<file path="src/hw/rtl/acrs_pkg.sv">
// shared types and constants for the actuator command refresh scheduler
package acrs_pkg;

    localparam int NUM_TGT     = 7;
    localparam int NUM_MSG     = 5;
    localparam int IN_TDATA_W  = 72;
    localparam int OUT_TDATA_W = 40;
    localparam int CFG_IDX_W   = 3;
    localparam int CFG_DATA_W  = 16;

    // target slots
    localparam int IDX_FL     = 0;
    localparam int IDX_FR     = 1;
    localparam int IDX_BL     = 2;
    localparam int IDX_BR     = 3;
    localparam int IDX_INTAKE = 4;
    localparam int IDX_DUMP   = 5;
    localparam int IDX_DEPLOY = 6;

    typedef enum logic [1:0] {
        OP_GAMEPAD   = 2'd0,
        OP_HEARTBEAT = 2'd1,
        OP_DISABLE   = 2'd2,
        OP_SERVICE   = 2'd3
    } t_op;

    typedef enum logic [2:0] {
        KIND_HEARTBEAT = 3'd0,
        KIND_DRIVE     = 3'd1,
        KIND_INTAKE    = 3'd2,
        KIND_DUMP      = 3'd3,
        KIND_DEPLOY    = 3'd4
    } t_kind;

    typedef enum logic [2:0] {
        CFG_HB_PERIOD   = 3'd0,
        CFG_REF_PERIOD  = 3'd1,
        CFG_CRAWL       = 3'd2,
        CFG_INTAKE      = 3'd3,
        CFG_DUMP        = 3'd4,
        CFG_DEPLOY_LOW  = 3'd5,
        CFG_DEPLOY_RAIS = 3'd6,
        CFG_DEADZONE    = 3'd7
    } t_cfg_idx;

    localparam logic [15:0]       RST_HB_PERIOD   = 16'd1000;
    localparam logic [15:0]       RST_REF_PERIOD  = 16'd1000;
    localparam logic [6:0]        RST_CRAWL       = 7'd40;
    localparam logic [6:0]        RST_INTAKE      = 7'd100;
    localparam logic [6:0]        RST_DUMP        = 7'd100;
    localparam logic signed [7:0] RST_DEPLOY_LOW  = -8'sd15;
    localparam logic signed [7:0] RST_DEPLOY_RAIS = 8'sd65;
    localparam logic [7:0]        RST_DEADZONE    = 8'd10;

    typedef struct packed {
        logic [15:0]       hb_period;
        logic [15:0]       ref_period;
        logic [6:0]        crawl;
        logic [6:0]        intake;
        logic [6:0]        dump;
        logic signed [7:0] deploy_low;
        logic signed [7:0] deploy_raise;
        logic [7:0]        deadzone;
    } t_cfg;

    typedef struct packed {
        logic [1:0]        pad;
        logic [31:0]       time_or_enable;
        logic [7:0]        right_trigger;
        logic [7:0]        left_trigger;
        logic              right_bumper;
        logic              left_bumper;
        logic              button_b;
        logic              button_a;
        logic              dpad_down;
        logic              dpad_up;
        logic signed [7:0] right_stick_y;
        logic signed [7:0] left_stick_y;
    } t_in_data;

    typedef struct packed {
        logic [6:0]        pad;
        logic              robot_enabled;
        logic signed [7:0] value_back_right;
        logic signed [7:0] value_back_left;
        logic signed [7:0] value_front_right;
        logic signed [7:0] value_front_left;
    } t_out_data;

    // one scheduled service run: due mask by message kind, target snapshot, enable
    typedef struct packed {
        logic [NUM_MSG-1:0]            due;
        logic [NUM_TGT-1:0][7:0]       vals;
        logic                          enabled;
    } t_entry;

endpackage

</file>
<file path="src/hw/rtl/acrs_front.sv">
// front end: accepts beats, keeps targets and send timers, schedules service runs
module acrs_front (
    input  logic                 i_clk,
    input  logic                 i_rst_n,
    input  acrs_pkg::t_cfg       i_cfg,
    input  logic                 i_accept,
    input  acrs_pkg::t_op        i_op,
    input  acrs_pkg::t_in_data   i_data,
    output logic                 o_push,
    output acrs_pkg::t_entry     o_entry
);
    import acrs_pkg::*;

    logic [NUM_TGT-1:0][7:0] r_tgt;
    logic [NUM_TGT-1:0][7:0] n_tgt;
    logic [NUM_TGT-1:0][7:0] r_sent;
    logic [NUM_MSG-1:0][31:0] r_last;
    logic                    r_en;

    logic [7:0]         crawl8;
    logic [7:0]         left_v;
    logic [7:0]         right_v;
    logic [7:0]         deploy_v;
    logic [8:0]         rt_x3;
    logic [NUM_MSG-1:0] due;
    logic               drive_chg;
    logic [31:0]        now;
    logic               is_service;

    assign now        = i_data.time_or_enable;
    assign is_service = i_accept && (i_op == OP_SERVICE);
    assign crawl8     = {1'b0, i_cfg.crawl};
    assign rt_x3      = {1'b0, i_data.right_trigger[7:1], 1'b0}
                      + {2'b00, i_data.right_trigger[7:1]};

    always_comb begin
        if (i_data.dpad_up) begin
            left_v  = crawl8;
            right_v = crawl8;
        end else if (i_data.dpad_down) begin
            left_v  = 8'(8'd0 - crawl8);
            right_v = 8'(8'd0 - crawl8);
        end else begin
            left_v  = i_data.left_stick_y;
            right_v = i_data.right_stick_y;
        end

        if (i_data.left_bumper) begin
            deploy_v = i_cfg.deploy_low;
        end else if (i_data.right_bumper) begin
            deploy_v = i_cfg.deploy_raise;
        end else if (i_data.left_trigger > i_cfg.deadzone) begin
            deploy_v = 8'(8'd0 - {1'b0, i_data.left_trigger[7:1]});
        end else if (i_data.right_trigger > i_cfg.deadzone) begin
            deploy_v = (rt_x3 > 9'd127) ? 8'd127 : rt_x3[7:0];
        end else begin
            deploy_v = 8'd0;
        end

        n_tgt             = r_tgt;
        n_tgt[IDX_FL]     = left_v;
        n_tgt[IDX_BL]     = left_v;
        n_tgt[IDX_FR]     = right_v;
        n_tgt[IDX_BR]     = right_v;
        n_tgt[IDX_INTAKE] = i_data.button_a ? {1'b0, i_cfg.intake} : 8'd0;
        n_tgt[IDX_DUMP]   = i_data.button_b ? {1'b0, i_cfg.dump} : 8'd0;
        n_tgt[IDX_DEPLOY] = deploy_v;
    end

    always_comb begin
        drive_chg = 1'b0;
        for (int i = IDX_FL; i <= IDX_BR; i++) begin
            if (r_tgt[i] != r_sent[i]) drive_chg = 1'b1;
        end
        due[KIND_HEARTBEAT] = (32'(now - r_last[KIND_HEARTBEAT]))
                            > {16'd0, i_cfg.hb_period};
        due[KIND_DRIVE]     = drive_chg || ((32'(now - r_last[KIND_DRIVE]))
                            > {16'd0, i_cfg.ref_period});
        for (int i = 0; i < 3; i++) begin
            due[KIND_INTAKE + i] = (r_tgt[IDX_INTAKE + i] != r_sent[IDX_INTAKE + i])
                                || ((32'(now - r_last[KIND_INTAKE + i]))
                                    > {16'd0, i_cfg.ref_period});
        end
    end

    always_ff @(posedge i_clk) begin
        if (!i_rst_n) begin
            r_tgt  <= '0;
            r_sent <= '0;
            r_last <= '0;
            r_en   <= 1'b0;
        end else if (i_accept) begin
            unique case (i_op)
                OP_GAMEPAD:   r_tgt <= n_tgt;
                OP_HEARTBEAT: r_en  <= i_data.time_or_enable[0];
                OP_DISABLE:   r_en  <= 1'b0;
                OP_SERVICE: begin
                    r_sent <= r_tgt;
                    for (int i = 0; i < NUM_MSG; i++) begin
                        if (due[i]) r_last[i] <= now;
                    end
                end
            endcase
        end
    end

    assign o_push        = is_service && (due != '0);
    assign o_entry.due     = due;
    assign o_entry.vals    = r_tgt;
    assign o_entry.enabled = r_en;

endmodule

</file>
<file path="src/hw/rtl/acrs_queue.sv">
// short queue of scheduled service runs between front and back
module acrs_queue #(
    parameter int DEPTH = 2
) (
    input  logic             i_clk,
    input  logic             i_rst_n,
    input  logic             i_push,
    input  acrs_pkg::t_entry i_entry,
    output logic             o_full,
    input  logic             i_pop,
    output logic             o_valid,
    output acrs_pkg::t_entry o_entry
);
    import acrs_pkg::*;

    localparam int PW = (DEPTH > 1) ? $clog2(DEPTH) : 1;
    localparam int CW = $clog2(DEPTH + 1);

    t_entry        r_mem [DEPTH];
    logic [PW-1:0] r_wr;
    logic [PW-1:0] r_rd;
    logic [CW-1:0] r_cnt;

    function automatic logic [PW-1:0] f_inc(input logic [PW-1:0] p);
        return (p == PW'(DEPTH - 1)) ? '0 : PW'(p + 1'b1);
    endfunction

    assign o_full  = (r_cnt == CW'(DEPTH));
    assign o_valid = (r_cnt != '0);
    assign o_entry = r_mem[r_rd];

    always_ff @(posedge i_clk) begin
        if (i_push) r_mem[r_wr] <= i_entry;
    end

    always_ff @(posedge i_clk) begin
        if (!i_rst_n) begin
            r_wr  <= '0;
            r_rd  <= '0;
            r_cnt <= '0;
        end else begin
            if (i_push) r_wr <= f_inc(r_wr);
            if (i_pop)  r_rd <= f_inc(r_rd);
            if (i_push && !i_pop)      r_cnt <= CW'(r_cnt + 1'b1);
            else if (i_pop && !i_push) r_cnt <= CW'(r_cnt - 1'b1);
        end
    end

    a_no_overflow: assert property (@(posedge i_clk) disable iff (!i_rst_n)
        !(i_push && o_full)) else $error("queue push while full");
    a_no_underflow: assert property (@(posedge i_clk) disable iff (!i_rst_n)
        !(i_pop && !o_valid)) else $error("queue pop while empty");

endmodule

</file>
<file path="src/hw/rtl/acrs_back.sv">
// back end: expands a scheduled run into message beats, one per cycle while the master side is ready
module acrs_back (
    input  logic                  i_clk,
    input  logic                  i_rst_n,
    input  logic                  i_q_valid,
    input  acrs_pkg::t_entry      i_q_entry,
    output logic                  o_q_pop,
    output logic                  o_valid,
    input  logic                  i_ready,
    output acrs_pkg::t_kind       o_kind,
    output acrs_pkg::t_out_data   o_data,
    output logic                  o_last
);
    import acrs_pkg::*;

    t_entry             r_ent;
    logic [NUM_MSG-1:0] r_mask;
    logic               r_act;
    logic               r_out_valid;
    t_kind              r_out_kind;
    t_out_data          r_out_data;
    logic               r_out_last;

    logic               advance;
    logic [NUM_MSG-1:0] rest;
    logic               load;
    t_kind              sel;
    t_out_data          beat;

    assign advance = !r_out_valid || i_ready;
    assign rest    = r_mask & (r_mask - 1'b1);
    assign load    = i_q_valid && (!r_act || (advance && (rest == '0)));
    assign o_q_pop = load;

    always_comb begin
        sel = KIND_DEPLOY;
        for (int i = NUM_MSG - 1; i >= 0; i--) begin
            if (r_mask[i]) sel = t_kind'(i);
        end
    end

    always_comb begin
        beat               = '0;
        beat.robot_enabled = r_ent.enabled;
        unique case (sel)
            KIND_HEARTBEAT: ;
            KIND_DRIVE: begin
                beat.value_front_left  = r_ent.vals[IDX_FL];
                beat.value_front_right = r_ent.vals[IDX_FR];
                beat.value_back_left   = r_ent.vals[IDX_BL];
                beat.value_back_right  = r_ent.vals[IDX_BR];
            end
            KIND_INTAKE: beat.value_front_left = r_ent.vals[IDX_INTAKE];
            KIND_DUMP:   beat.value_front_left = r_ent.vals[IDX_DUMP];
            KIND_DEPLOY: beat.value_front_left = r_ent.vals[IDX_DEPLOY];
            default: ;
        endcase
    end

    always_ff @(posedge i_clk) begin
        if (!i_rst_n) begin
            r_act       <= 1'b0;
            r_mask      <= '0;
            r_out_valid <= 1'b0;
        end else begin
            if (advance) begin
                r_out_valid <= r_act;
                if (r_act) r_mask <= rest;
            end
            if (load) begin
                r_act  <= 1'b1;
                r_mask <= i_q_entry.due;
            end else if (r_act && advance && (rest == '0)) begin
                r_act <= 1'b0;
            end
        end
    end

    always_ff @(posedge i_clk) begin
        if (load) r_ent <= i_q_entry;
        if (advance && r_act) begin
            r_out_kind <= sel;
            r_out_data <= beat;
            r_out_last <= (rest == '0);
        end
    end

    assign o_valid = r_out_valid;
    assign o_kind  = r_out_kind;
    assign o_data  = r_out_data;
    assign o_last  = r_out_last;

    a_act_has_work: assert property (@(posedge i_clk) disable iff (!i_rst_n)
        r_act |-> (r_mask != '0)) else $error("active run with empty mask");
    a_kind_range: assert property (@(posedge i_clk) disable iff (!i_rst_n)
        r_out_valid |-> (r_out_kind <= KIND_DEPLOY)) else $error("bad message kind");
    a_last_ends_run: assert property (@(posedge i_clk) disable iff (!i_rst_n)
        (r_act && advance && (rest == '0) && !load) |=> !r_act)
        else $error("run not closed after last beat");

endmodule

</file>
<file path="src/hw/rtl/actuator_command_refresh_scheduler.sv">
// top level: config registers, front end, run queue and message back end
//
// slave stream carries gamepad, station heartbeat, disable and service beats
// (kind in tuser). gamepad beats update the seven motor targets, heartbeat and
// disable beats set the enable flag; none of these produce output.
// a service beat carries the ms timestamp and schedules up to five messages
// (heartbeat, drive, intake, dump, deploy, in that order), each only if due;
// the master stream sends them with tlast on the final message of the run.
// the slave side takes one beat per cycle while the run queue has room.
// the first message of a service beat passes the queue entry, the back end run
// registers and the output register; then one message per cycle while the
// master side is ready, up to five per run; the back end expander is the
// rate limit for bursts of service beats.
// a stalled master side holds its beat in the output register; the front end
// keeps accepting until the queue fills, then drops tready. config writes take
// effect the next cycle; the user must make them while idle, unenforced.
// synchronous reset restores register defaults, clears targets, sent values,
// send timestamps and the enable flag, and empties the queue and output.
module actuator_command_refresh_scheduler #(
    parameter int QUEUE_DEPTH = 2
) (
    input  logic                              i_clk,
    input  logic                              i_rst_n,
    input  logic                              i_cfg_we,
    input  logic [acrs_pkg::CFG_IDX_W-1:0]    i_cfg_idx,
    input  logic [acrs_pkg::CFG_DATA_W-1:0]   i_cfg_data,
    input  logic                              s_axis_tvalid,
    output logic                              s_axis_tready,
    // left_stick_y, right_stick_y, dpad_up, dpad_down, button_a, button_b,
    // left_bumper, right_bumper, left_trigger, right_trigger, time_or_enable
    input  logic [acrs_pkg::IN_TDATA_W-1:0]   s_axis_tdata,
    // operation
    input  logic [1:0]                        s_axis_tuser,
    output logic                              m_axis_tvalid,
    input  logic                              m_axis_tready,
    // value_front_left, value_front_right, value_back_left, value_back_right,
    // robot_enabled
    output logic [acrs_pkg::OUT_TDATA_W-1:0]  m_axis_tdata,
    // message_kind
    output logic [2:0]                        m_axis_tuser,
    // last_of_run
    output logic                              m_axis_tlast
);
    import acrs_pkg::*;

    t_cfg      r_cfg;
    logic      accept;
    logic      q_full;
    logic      push;
    t_entry    push_entry;
    logic      q_valid;
    logic      q_pop;
    t_entry    q_entry;
    t_kind     out_kind;
    t_out_data out_data;

    always_ff @(posedge i_clk) begin
        if (!i_rst_n) begin
            r_cfg.hb_period    <= RST_HB_PERIOD;
            r_cfg.ref_period   <= RST_REF_PERIOD;
            r_cfg.crawl        <= RST_CRAWL;
            r_cfg.intake       <= RST_INTAKE;
            r_cfg.dump         <= RST_DUMP;
            r_cfg.deploy_low   <= RST_DEPLOY_LOW;
            r_cfg.deploy_raise <= RST_DEPLOY_RAIS;
            r_cfg.deadzone     <= RST_DEADZONE;
        end else if (i_cfg_we) begin
            unique case (t_cfg_idx'(i_cfg_idx))
                CFG_HB_PERIOD:   r_cfg.hb_period    <= i_cfg_data;
                CFG_REF_PERIOD:  r_cfg.ref_period   <= i_cfg_data;
                CFG_CRAWL:       r_cfg.crawl        <= i_cfg_data[6:0];
                CFG_INTAKE:      r_cfg.intake       <= i_cfg_data[6:0];
                CFG_DUMP:        r_cfg.dump         <= i_cfg_data[6:0];
                CFG_DEPLOY_LOW:  r_cfg.deploy_low   <= i_cfg_data[7:0];
                CFG_DEPLOY_RAIS: r_cfg.deploy_raise <= i_cfg_data[7:0];
                CFG_DEADZONE:    r_cfg.deadzone     <= i_cfg_data[7:0];
                default: ;
            endcase
        end
    end

    assign s_axis_tready = !q_full;
    assign accept        = s_axis_tvalid && s_axis_tready;

    acrs_front u_front (
        .i_clk    (i_clk),
        .i_rst_n  (i_rst_n),
        .i_cfg    (r_cfg),
        .i_accept (accept),
        .i_op     (t_op'(s_axis_tuser)),
        .i_data   (t_in_data'(s_axis_tdata)),
        .o_push   (push),
        .o_entry  (push_entry)
    );

    acrs_queue #(
        .DEPTH (QUEUE_DEPTH)
    ) u_queue (
        .i_clk   (i_clk),
        .i_rst_n (i_rst_n),
        .i_push  (push),
        .i_entry (push_entry),
        .o_full  (q_full),
        .i_pop   (q_pop),
        .o_valid (q_valid),
        .o_entry (q_entry)
    );

    acrs_back u_back (
        .i_clk     (i_clk),
        .i_rst_n   (i_rst_n),
        .i_q_valid (q_valid),
        .i_q_entry (q_entry),
        .o_q_pop   (q_pop),
        .o_valid   (m_axis_tvalid),
        .i_ready   (m_axis_tready),
        .o_kind    (out_kind),
        .o_data    (out_data),
        .o_last    (m_axis_tlast)
    );

    assign m_axis_tuser = out_kind;
    assign m_axis_tdata = out_data;

endmodule
</file>
<file path="config.mk">
export PLATFORM = sky130hd
export DESIGN_NAME = actuator_command_refresh_scheduler
export DESIGN_NICKNAME = d
export VERILOG_FILES = /design/src/hw/rtl/acrs_pkg.sv /design/src/hw/rtl/acrs_front.sv /design/src/hw/rtl/acrs_queue.sv /design/src/hw/rtl/acrs_back.sv /design/src/hw/rtl/actuator_command_refresh_scheduler.sv
export SDC_FILE = /design/constraint.sdc
export NUM_CORES = 1
export LEC_CHECK = 0
export BUFFER_PORTS_ARGS = -buffer_cell sky130_fd_sc_hd__buf_2
export CAP_MARGIN = 15
export CORE_UTILIZATION = 34
export DETAILED_ROUTE_END_ITERATION = 10
export GPL_TIMING_DRIVEN = 1
export PLACE_DENSITY = 0.59
export SYNTH_ARGS = -nofsm -noshare
export SYNTH_HDL_FRONTEND = slang
export SYNTH_SLANG_ARGS = --single-unit
</file>
<file path="constraint.sdc">
create_clock -name i_clk -period 8.3 [get_ports i_clk]
set_input_delay 0.415 -clock i_clk [delete_from_list [all_inputs] [get_ports i_clk]]
set_output_delay 0.415 -clock i_clk [all_outputs]
set_load 0.05 [all_outputs]
</file>
* Word level (Yosys, flattened, before mapping)
Memory sizes are Yosys's and may differ from the RTL's. A register that Yosys moved wholly into a read port is not among the register bits.
Index checks and enable logic that the tools add are counted.
** Storage, ports and cells
- Flip-flop bits (word level) :: 423
- RAM bits :: 124
- Input bits :: 98
- Output and inout port bits :: 46
- Word-level logic and storage cells :: 167
- Memories :: 1
** Memories
- u_queue.r_mem :: depth 2, width 62, read ports 1, clocked after Yosys merged registers in 1, wr ports 1, RTL line acrs_queue.sv:19 : t_entry r_mem [DEPTH];
** Operators by class
- $add $sub $neg :: 13
- Order comparisons :: 8
- Equal/unequal tests :: 20
- Muxes and demuxes :: 32
- Bitwise logic cells :: 1
- Reduce and logical (&&, ||, !) cells :: 47
** Operators by type and width (number)
- greater-than comparator 32 x 16 -> 1 bit :: 5
- subtractor 32 bit :: 5
- 2-to-1 mux 8 bit :: 9
- inequality test 8 bit :: 5
- case mux 8 bit (4 select lines) :: 1
- AND reduction 2 bit :: 12
- greater-than comparator 8 bit :: 2
- subtractor 1 x 7 -> 8 bit (first input constant) :: 2
- equality test 3 bit (second input constant) :: 5
- 2-to-1 mux 5 bit :: 3
- AND reduction 3 bit :: 5
- 2-to-1 mux 7 bit :: 2
- equality test 3 x 2 -> 1 bit (second input constant) :: 4
- 2-to-1 mux 3 bit :: 4
- nonzero test 2 bit :: 6
- 2-to-1 mux 1 bit :: 10
- adder 8 x 7 -> 9 bit :: 1
- greater-than comparator 9 x 7 -> 1 bit (second input constant) :: 1
- logical AND 1 bit :: 9
- equality test 2 bit (second input constant) :: 3
- equality test 3 x 1 -> 1 bit (second input constant) :: 2
- logical OR 1 bit :: 6
- bitwise AND 5 bit :: 1
- zero test 1 bit :: 5
- other kinds (11) :: 13

* Depth between registers and ports, before layout
Gate-level depths: netlist of the first run.
- Word-level depth :: 10
- Gate-level depth with buffers :: 28
- Mapped depth without buffers :: 28

* Modules after synthesis
From an unflattened synthesis of the first run, not the netlist that was laid out.
** Second synthesis, totals
- Cells, all modules :: 3846
- Area, all modules :: 34585.7 um^2
** Modules (own cells, without submodules)
- acrs_front :: times used 1, cells each 3119, area each 23092.1 um^2, sequential area each 4744.6 um^2
- acrs_queue :: times used 1, cells each 215, area each 4715.8 um^2, sequential area each 3823.7 um^2
- acrs_back :: times used 1, cells each 223, area each 3768.6 um^2, sequential area each 2962.8 um^2
- actuator_command_refresh_scheduler :: times used 1, cells each 289, area each 3009.1 um^2, sequential area each 1541.5 um^2

* Worst setup path before layout of the first run
No wires, ideal clock.
- Path kind :: input to register
- Start :: input port s_axis_tdata[44] (netlist name)
- End :: memory u_queue.r_mem[1][0] (netlist name) (enable)
- Setup time :: 509 ps
- Arrival :: 6799 ps
- Required time :: 7791 ps
- Slack :: 992 ps
- Stages on the path :: 20
- Buffers on the path :: 1
- Cells stage by stage :: ha_1 > buf_2 > a21o_1 > a221o_1 > a31oi_1 > nand3_1 > a21o_1 > a21oi_1 > xnor2_1 > ha_1 > nand4_1 > nor4_1 > or3_1 > o22ai_1 > nor4b_1 > nor4b_1 > nand4_1 > or2_1 > nor3_1 > nor3b_1
** On the way
- Longest elaborated chain between the ends :: 7
- Elaborated cells between the ends (all ways) :: 18
- Classes of those cells :: add/sub (5); order compare (5); mux (2); reduce/logical (6)
** RTL lines
- start: declaration :: RTL line actuator_command_refresh_scheduler.sv:31 : input logic [acrs_pkg::IN_TDATA_W-1:0] s_axis_tdata,
- subtractor 32 bit (on tied branches) :: RTL line acrs_front.sv:77, acrs_front.sv:81
- greater-than comparator 32 x 16 -> 1 bit (on tied branches) :: RTL line acrs_front.sv:78, acrs_front.sv:82
- logical OR 1 bit (on tied branches) :: RTL line acrs_front.sv:77, acrs_front.sv:81
- nonzero test 5 bit * :: RTL line acrs_front.sv:107 : assign o_push = is_service && (due != '0);
- logical AND 1 bit * :: RTL line acrs_front.sv:107
- 2-to-1 mux 1 bit * :: RTL line acrs_queue.sv:33 : if (i_push) r_mem[r_wr] <= i_entry;
- 2-to-1 mux 1 bit (not written as such) * :: RTL line acrs_queue.sv:33
- end: declaration :: RTL line acrs_queue.sv:19
Mark *: on every way between the ends. The rest lies on a longest branch, timed or not.

* Worst setup path after layout of the first run
- Start :: register u_front.r_last[3] (netlist name)
- End :: register u_queue.r_cnt[1]
** On the way
- Longest elaborated chain between the ends :: 7
- Elaborated cells between the ends (all ways) :: 9
- Classes of those cells :: add/sub (1); order compare (1); mux (1); reduce/logical (6)
** RTL lines
- start: declaration :: RTL line acrs_front.sv:17 : logic [NUM_MSG-1:0][31:0] r_last;
- start signal: indexed assignment :: RTL line acrs_front.sv:100 : if (due[i]) r_last[i] <= now;
- subtractor 32 bit * :: RTL line acrs_front.sv:75 : due[KIND_HEARTBEAT] = (32'(now - r_last[KIND_HEARTBEAT]))
- greater-than comparator 32 x 16 -> 1 bit * :: RTL line acrs_front.sv:76 : > {16'd0, i_cfg.hb_period};
- nonzero test 5 bit * :: RTL line acrs_front.sv:107
- logical AND 1 bit * :: RTL line acrs_front.sv:107
- via push :: RTL line actuator_command_refresh_scheduler.sv:49 : logic push;
- zero test 1 bit :: RTL line acrs_queue.sv:45 : else if (i_pop && !i_push) r_cnt <= CW'(r_cnt - 1'b1);
- logical AND 1 bit :: RTL line acrs_queue.sv:45
- nonzero test 2 bit (no source line)
- end signal: assignment :: RTL line acrs_queue.sv:44 : if (i_push && !i_pop) r_cnt <= CW'(r_cnt + 1'b1);
- end signal: assignment :: RTL line acrs_queue.sv:45
- end: declaration :: RTL line acrs_queue.sv:22 : logic [CW-1:0] r_cnt;
The timed path passes the listed nets; every way through them passes the cells marked *.
A chain may end at the register's enable or synchronous reset.

==> qor.yml, run 1 <==
die:
  die-area_mm2: 0.0942
  die_x_um: 307
  ios: 144
  start_util: 0.344
  num_rows: 111
  core-area_mm2: 0.0919
  die_y_um: 307
critical_path:
  crit_family: "simple AND/OR/NAND/NOR gates"
  crit_chain: "inv_1, ha_1, a21o_1, a21oi_1, a21oi_1, a211oi_2, o21ai_0, nand2_1, nand2_1, xor2_1, ha_1, nand4_1, nor4_1, o21ai_0, nand4b_1, or4b_1, nor4_1, nand4_1, nor3_1, nor2_1, ha_1, or3_1, a21oi_1"
  slowest_stage: "nor4_1"
  crit_buf_inv: 1
  cp.arrival_ns: 7.09
  crit_path_end_kind: "flop"
  crit_fanout: 5
  cp.required_ns: 8.89
  crit_path_max_incr_delay_ns: 0.61
  path_class: "flop to flop"
  start_kind: "flop"
drt:
  ant_nets: 0
  first_pass_iters: 5
  vias: 27228
  viasPerCell: 5.35
  routedWlPerCell_um: 18.7
  wirelength_um: 95200
  post-route-drc-count: 0
  drtIter0Drc: 2317
synthesis:
  ys_seq_elements: 482
  synth_cells: 3764
  netlist_area_mm2: 0.0316
  yosysUniqueCellTypes: 95
  ys_warn_count: 0
  synth_edf_count: 156
  async_flop_share: 0
  yosysSeqAreaShare: 0.354
  avgSynthCellArea_um2: 8.40
  yosys_most_used_dff: "dfxtp_1"
placement:
  place_hpwl_um: 69100
  placedCellCount: 4977
  port-buffer-count: 134
  place.gp.congestion: 0.923
  dpl_cell_area_mm2: 0.0333
timing:
  setup_viol: 0
  rsz0062_at_grt: "false"
  fin_tns_setup_ns: 0
  min_period_ns: 6.50
  final_max_slew_viol_count: 0
  min_period_over_period: 0.783
  clock.fmax_mhz: 154
  worstMarginPinSlew_ns: 1.13
  skew_ns: 0.0559
  max_slew_margin: 0.241
  final_hold_viol_count: 0
  holdWs_ns: 0.0260
clock_tree:
  postCtsHoldBufs: 10
  cts_tree: "done"
  postCtsSetupBuffers: 0
  clock_sinks: 482
  h-tree-depth: 2
  path_clk_slew_ns: 0.06
  numCtsBuffers: 54
  cts.path.max_buffers: 3
  root_buffer: "clkbuf_16"
  clk_latency_ns: 0.67
  ctsResizeCount: 0
finish:
  most-common-layout-cells: "nand2_1 (425), a21oi_1 (424), dfxtp_1 (325), nor2_1 (324), ha_1 (266)"
  synthToLayoutAreaGrowth_pct: 11.5
  n_fill_cell: 9481
  drive_above_1_share: 0.0848
  final_common_cell: "nand2_1"
  finalNonFillerCells: 5090
  design_area_mm2: 0.0353
  nNetsFinal: 4171
  post-route-util: 0.384
outcome:
  status: "finished clean"
global_route:
  track_usage: 0.198
  grt_max_degree: 141
  grt_pass1_vias: 25471
  grt_pass1_wl_um: 148000
  antenna_found_initial: 7
  overflow: 0
power_and_ir_drop:
  ir_worst_vdd_uv: 181
  p_leak_nw: 13.5
  power_density_mw_per_mm2: 217
hold_path:
  min_path_type: "primary input to flop"
job:
  maxCapViolations: 0
per-stage QoR:
step           power (W)  setup slack, ns
3_3_place_gp     0.00516             1.30
5_1_grt          0.00808             1.36
4_1_cts          0.00772             1.91
3_5_place_dp     0.00518             1.23
2_1_floorplan    0.00458            0.992
6_report         0.00767             1.80
final timing paths:
kind	from	end	slack [ns]	cells after the start
min reg2reg	r_cfg[10]	r_cfg[10]	0.45	2
max	u_front.r_last[3]	u_queue.r_cnt[1]	1.80	23
min	i_cfg_data[10]	r_cfg[55]	0.03	3
max reg2reg	u_front.r_last[3]	u_queue.r_cnt[1]	1.80	23
worst reg2reg max path: stages, from the launching register on:
cell	delay [ns]
dfxtp_1	0.32
inv_1	0.04
ha_1	0.34
a21o_1	0.20
a21oi_1	0.19
a21oi_1	0.17
a211oi_2	0.50
o21ai_0	0.21
nand2_1	0.11
nand2_1	0.07
xor2_1	0.18
ha_1	0.31
nand4_1	0.15
nor4_1	0.34
o21ai_0	0.23
nand4b_1	0.21
or4b_1	0.49
nor4_1	0.61
nand4_1	0.24
nor3_1	0.54
nor2_1	0.15
ha_1	0.38
or3_1	0.35
a21oi_1	0.14
registers in the layout, summed over array words and instances, names as in the netlist, 2 cells and up, named ones only:
name / count
u_back.r_mask: 5
u_queue.r_mem: 88
u_back.o_kind: 3
u_front.o_entry: 38
r_cfg: 77
u_back.r_ent: 38
u_front.r_sent: 38
u_front.r_last: 160
u_queue.r_cnt: 2
u_back.o_data: 25
per-layer routing:
metal | global-route usage | share of wire
met1 | 0.274 | 0.47
met2 | 0.321 | 0.45
met3 | 0.0249 | 0.049
met4 | 0.0597 | 0.027
met5 | 0 | 0.00057
synthesized netlist by cell type (34+ instances only):
master | instances | area (um^2)
nor2_1 | 324 | 1220
dfxtp_1 | 326 | 6530
o211ai_1 | 50 | 375
o21ai_0 | 144 | 721
nand3_1 | 126 | 631
nor3_1 | 48 | 240
edfxtp_1 | 156 | 4680
and2_1 | 34 | 213
inv_1 | 252 | 946
xor2_1 | 49 | 429
nand2_1 | 428 | 1610
ha_1 | 266 | 3330
clkbuf_1 | 136 | 510
mux2_2 | 49 | 552
o21a_1 | 42 | 315
a21o_1 | 79 | 593
xnor2_1 | 100 | 876
nor2b_1 | 35 | 219
nand4_1 | 77 | 482
mux2i_1 | 151 | 1510
a21oi_1 | 425 | 2130
report_power, final:
| group | internal, W | switching (W) | leakage, nW |
|---|---|---|---|
| Combinational | 0.000792 | 0.00143 | 8.48 |
| Sequential | 0.00274 | 0.000180 | 4.10 |
| Clock | 0.00146 | 0.00107 | 0.888 |
| Total | 0.00499 | 0.00268 | 13.5 |
logic make-up (layout without fill, tap and decap cells):
| family | Yosys count | after routing | share of synthesized area |
|---|---|---|---|
| other | 1 | 10 | 0.000119 |
| muxes | 202 | 202 | 0.0659 |
| adders and majority gates | 273 | 273 | 0.109 |
| and+or+nand+nor | 1237 | 1237 | 0.183 |
| xor gates and xnor gates | 149 | 149 | 0.0413 |
| AOI/OAI and AO/OA | 977 | 977 | 0.190 |
| buffers and inverters | 443 | 517 | 0.0560 |
| DFF | 482 | 482 | 0.354 |
final cells by class:
cell class              count  area (um^2)  area share
clock buffers              68         1430      0.0406
diodes                      3         7.51    0.000213
flip-flops and latches    482        11200       0.318
multi-input cells        2845        18700       0.531
clock inverters            31          439      0.0124
inverters                 254          961      0.0272
well taps                1243         1560      0.0441
repair buffers            164          946      0.0268
Power figures use the tool's default switching activity.
==> inputs of run 2 (changes only) <==
--- a/config.mk
+++ b/config.mk
@@ -10,7 +10,7 @@
 export CORE_UTILIZATION = 34
 export DETAILED_ROUTE_END_ITERATION = 10
 export GPL_TIMING_DRIVEN = 1
-export PLACE_DENSITY = 0.59
+export PLACE_DENSITY = 0.61
 export SYNTH_ARGS = -nofsm -noshare
 export SYNTH_HDL_FRONTEND = slang
 export SYNTH_SLANG_ARGS = --single-unit
==> constraint.sdc (replaced) <==
create_clock -name i_clk -period 5.8 [get_ports i_clk]
set_input_delay 0.29 -clock i_clk [delete_from_list [all_inputs] [get_ports i_clk]]
set_output_delay 0.29 -clock i_clk [all_outputs]
set_load 0.05 [all_outputs]
==> qor.yml, run 2 (synthesized netlist as in run 1, its figures left out) <==
critical_path:
  cp.arrival_ns: 6.03
  path_class: "primary input to flop"
  start_kind: "primary input"
  cp-startpoint: "s_axis_tdata[41]"
  reg2reg_to: "u_queue.r_cnt[1]"
  reg2regPathDepth: 27
  crit_fanout: 5
  cp.required_ns: 6.36
  reg2reg_from: "u_front.r_last[0]"
  ff2ff_setup_slack_ns: 0.34
  crit_path_end_kind: "flop"
placement:
  placedCellCount: 5075
  place_hpwl_um: 72000
  place.gp.congestion: 0.923
  post-place-ws_ns: -0.372
  port-buffer-count: 134
drt:
  wirelength_um: 95700
  drtIter0Drc: 2070
  vias: 27721
  routedWlPerCell_um: 18.4
  post-route-drc-count: 0
  ant_nets: 0
  viasPerCell: 5.32
  first_pass_iters: 5
finish:
  top_regs: "u_front.r_last x160, u_queue.r_mem x88, r_cfg x77"
  finalNonFillerCells: 5209
  most-common-layout-cells: "nand2_1 (425), a21oi_1 (419), nor2_1 (324), dfxtp_1 (324), ha_1 (262)"
  final_common_cell: "nand2_1"
  drive_above_1_share: 0.116
  regMostFlops: "u_front.r_last"
  nNetsFinal: 4291
  largest_reg_flops: 160
  seqCellArea_mm2: 0.0112
  n_fill_cell: 9438
  synthToLayoutAreaGrowth_pct: 15.5
  multi_input_area_mm2: 0.0189
timing:
  final_hold_viol_count: 0
  holdWs_ns: 0.0390
  min_period_over_period: 0.943
  final_max_slew_viol_count: 0
  fin_tns_setup_ns: 0
  fin_ws_ns: 0.329
  worstMarginPinSlew_ns: 1.23
  skew_ns: 0.0372
  min_period_ns: 5.47
  setup_viol: 0
  max_slew_margin: 0.171
  clock.fmax_mhz: 183
die:
  die_y_um: 307
  ios: 144
  core-area_mm2: 0.0919
  start_util: 0.344
  num_rows: 111
  die-area_mm2: 0.0942
  die_x_um: 307
global_route:
  track_usage: 0.198
  grt_pass1_wl_um: 148000
  grt_pass1_vias: 25347
  overflow: 0
  grt_max_degree: 159
  antenna_found_initial: 2
job:
  maxCapViolations: 0
clock_tree:
  path_clk_slew_ns: 0.06
  h-tree-depth: 2
  root_buffer: "clkbuf_16"
  cts.path.max_buffers: 3
  clock_sinks: 482
  numCtsBuffers: 53
  clk_latency_ns: 0.63
  cts_tree: "done"
hold_path:
  worstHoldStart: "s_axis_tdata[48]"
  min_path_type: "primary input to flop"
  holdPathStages: 3
  holdPathEnd: "u_front.r_last[74]"
power_and_ir_drop:
  p_leak_nw: 14.2
  power_density_mw_per_mm2: 302
  ir_worst_vdd_uv: 249
outcome:
  status: "finished clean"
[run 2: cell type report]
class | instances | share of cell area
diodes | 2 | 0.000137
clock buffers | 73 | 0.0414
clock inverters | 25 | 0.00822
inverters | 254 | 0.0263
multi-input cells | 2845 | 0.518
flip-flops and latches | 482 | 0.307
well taps | 1243 | 0.0426
repair buffers | 285 | 0.0563
[run 2: critical path, cell delays in order]
cell and delay [ns]:
dlygate4sd3_1 0.54, buf_4 0.18, ha_4 0.29, and2_4 0.15
o211a_1 0.18, nor2_1 0.07, or3_1 0.36, nor2b_2 0.18
nor3_1 0.18, nor2_1 0.07, xnor2_1 0.13, ha_1 0.29
and4_4 0.21, nand2_1 0.06, o221ai_1 0.10, a21oi_1 0.13
o21a_1 0.22, o2111ai_2 0.12, or3_1 0.39, or4_4 0.42
nand4b_4 0.24, nor3_4 0.23, buf_6 0.15, nor2_1 0.04
ha_2 0.23, xor2_1 0.14, or3_1 0.31, a21oi_1 0.13
[run 2: layer usage]
metal | global-route usage | part of all wire | vias to the layer above
li1 | - | - | 13802
met1 | 0.280 | 0.48 | 13166
met2 | 0.321 | 0.45 | 639
met3 | 0.0184 | 0.043 | 112
met4 | 0.0521 | 0.024 | 2
met5 | 0 | 0.00013 | -
[run 2: what timing repair did]
action,4_1_cts,5_1_grt
hold buffers,31,0
pin swaps,0,12
setup buffers,0,3
setup endpoints to repair,2,71
hold endpoints to repair,56,0
resized for setup,2,40
[run 2: per-stage QoR]
| step | cell area (um^2) | total power (W) | util |
|---|---|---|---|
| floorplan | 31700 | 0.00656 | - |
| finish | 36500 | 0.0110 | 0.397 |
| detailed placement | 34200 | 0.00750 | 0.372 |
| global placement | 34200 | 0.00748 | 0.372 |
| CTS | 36300 | 0.0111 | 0.395 |
| global route | 36500 | 0.0116 | 0.397 |
[run 2: worst max path at each step]
stage | endpoint | slack (ns) | cells past startpoint
after detailed placement | u_queue.r_cnt[1] | -0.37 | 27
after CTS | u_queue.r_cnt[1] | 0.05 | 26
final | u_queue.r_cnt[1] | 0.33 | 28
after global routing | u_queue.r_cnt[1] | -0.02 | 27
after global placement | u_queue.r_cnt[1] | -0.27 | 27
after floorplan | u_queue.r_mem[1][0] | 0.12 | 21
[run 2: power by group]
| group | switching, W | internal, W |
|---|---|---|
| Clock | 0.00151 | 0.00202 |
| Combinational | 0.00212 | 0.00125 |
| Sequential | 0.000229 | 0.00392 |
| Total | 0.00385 | 0.00719 |
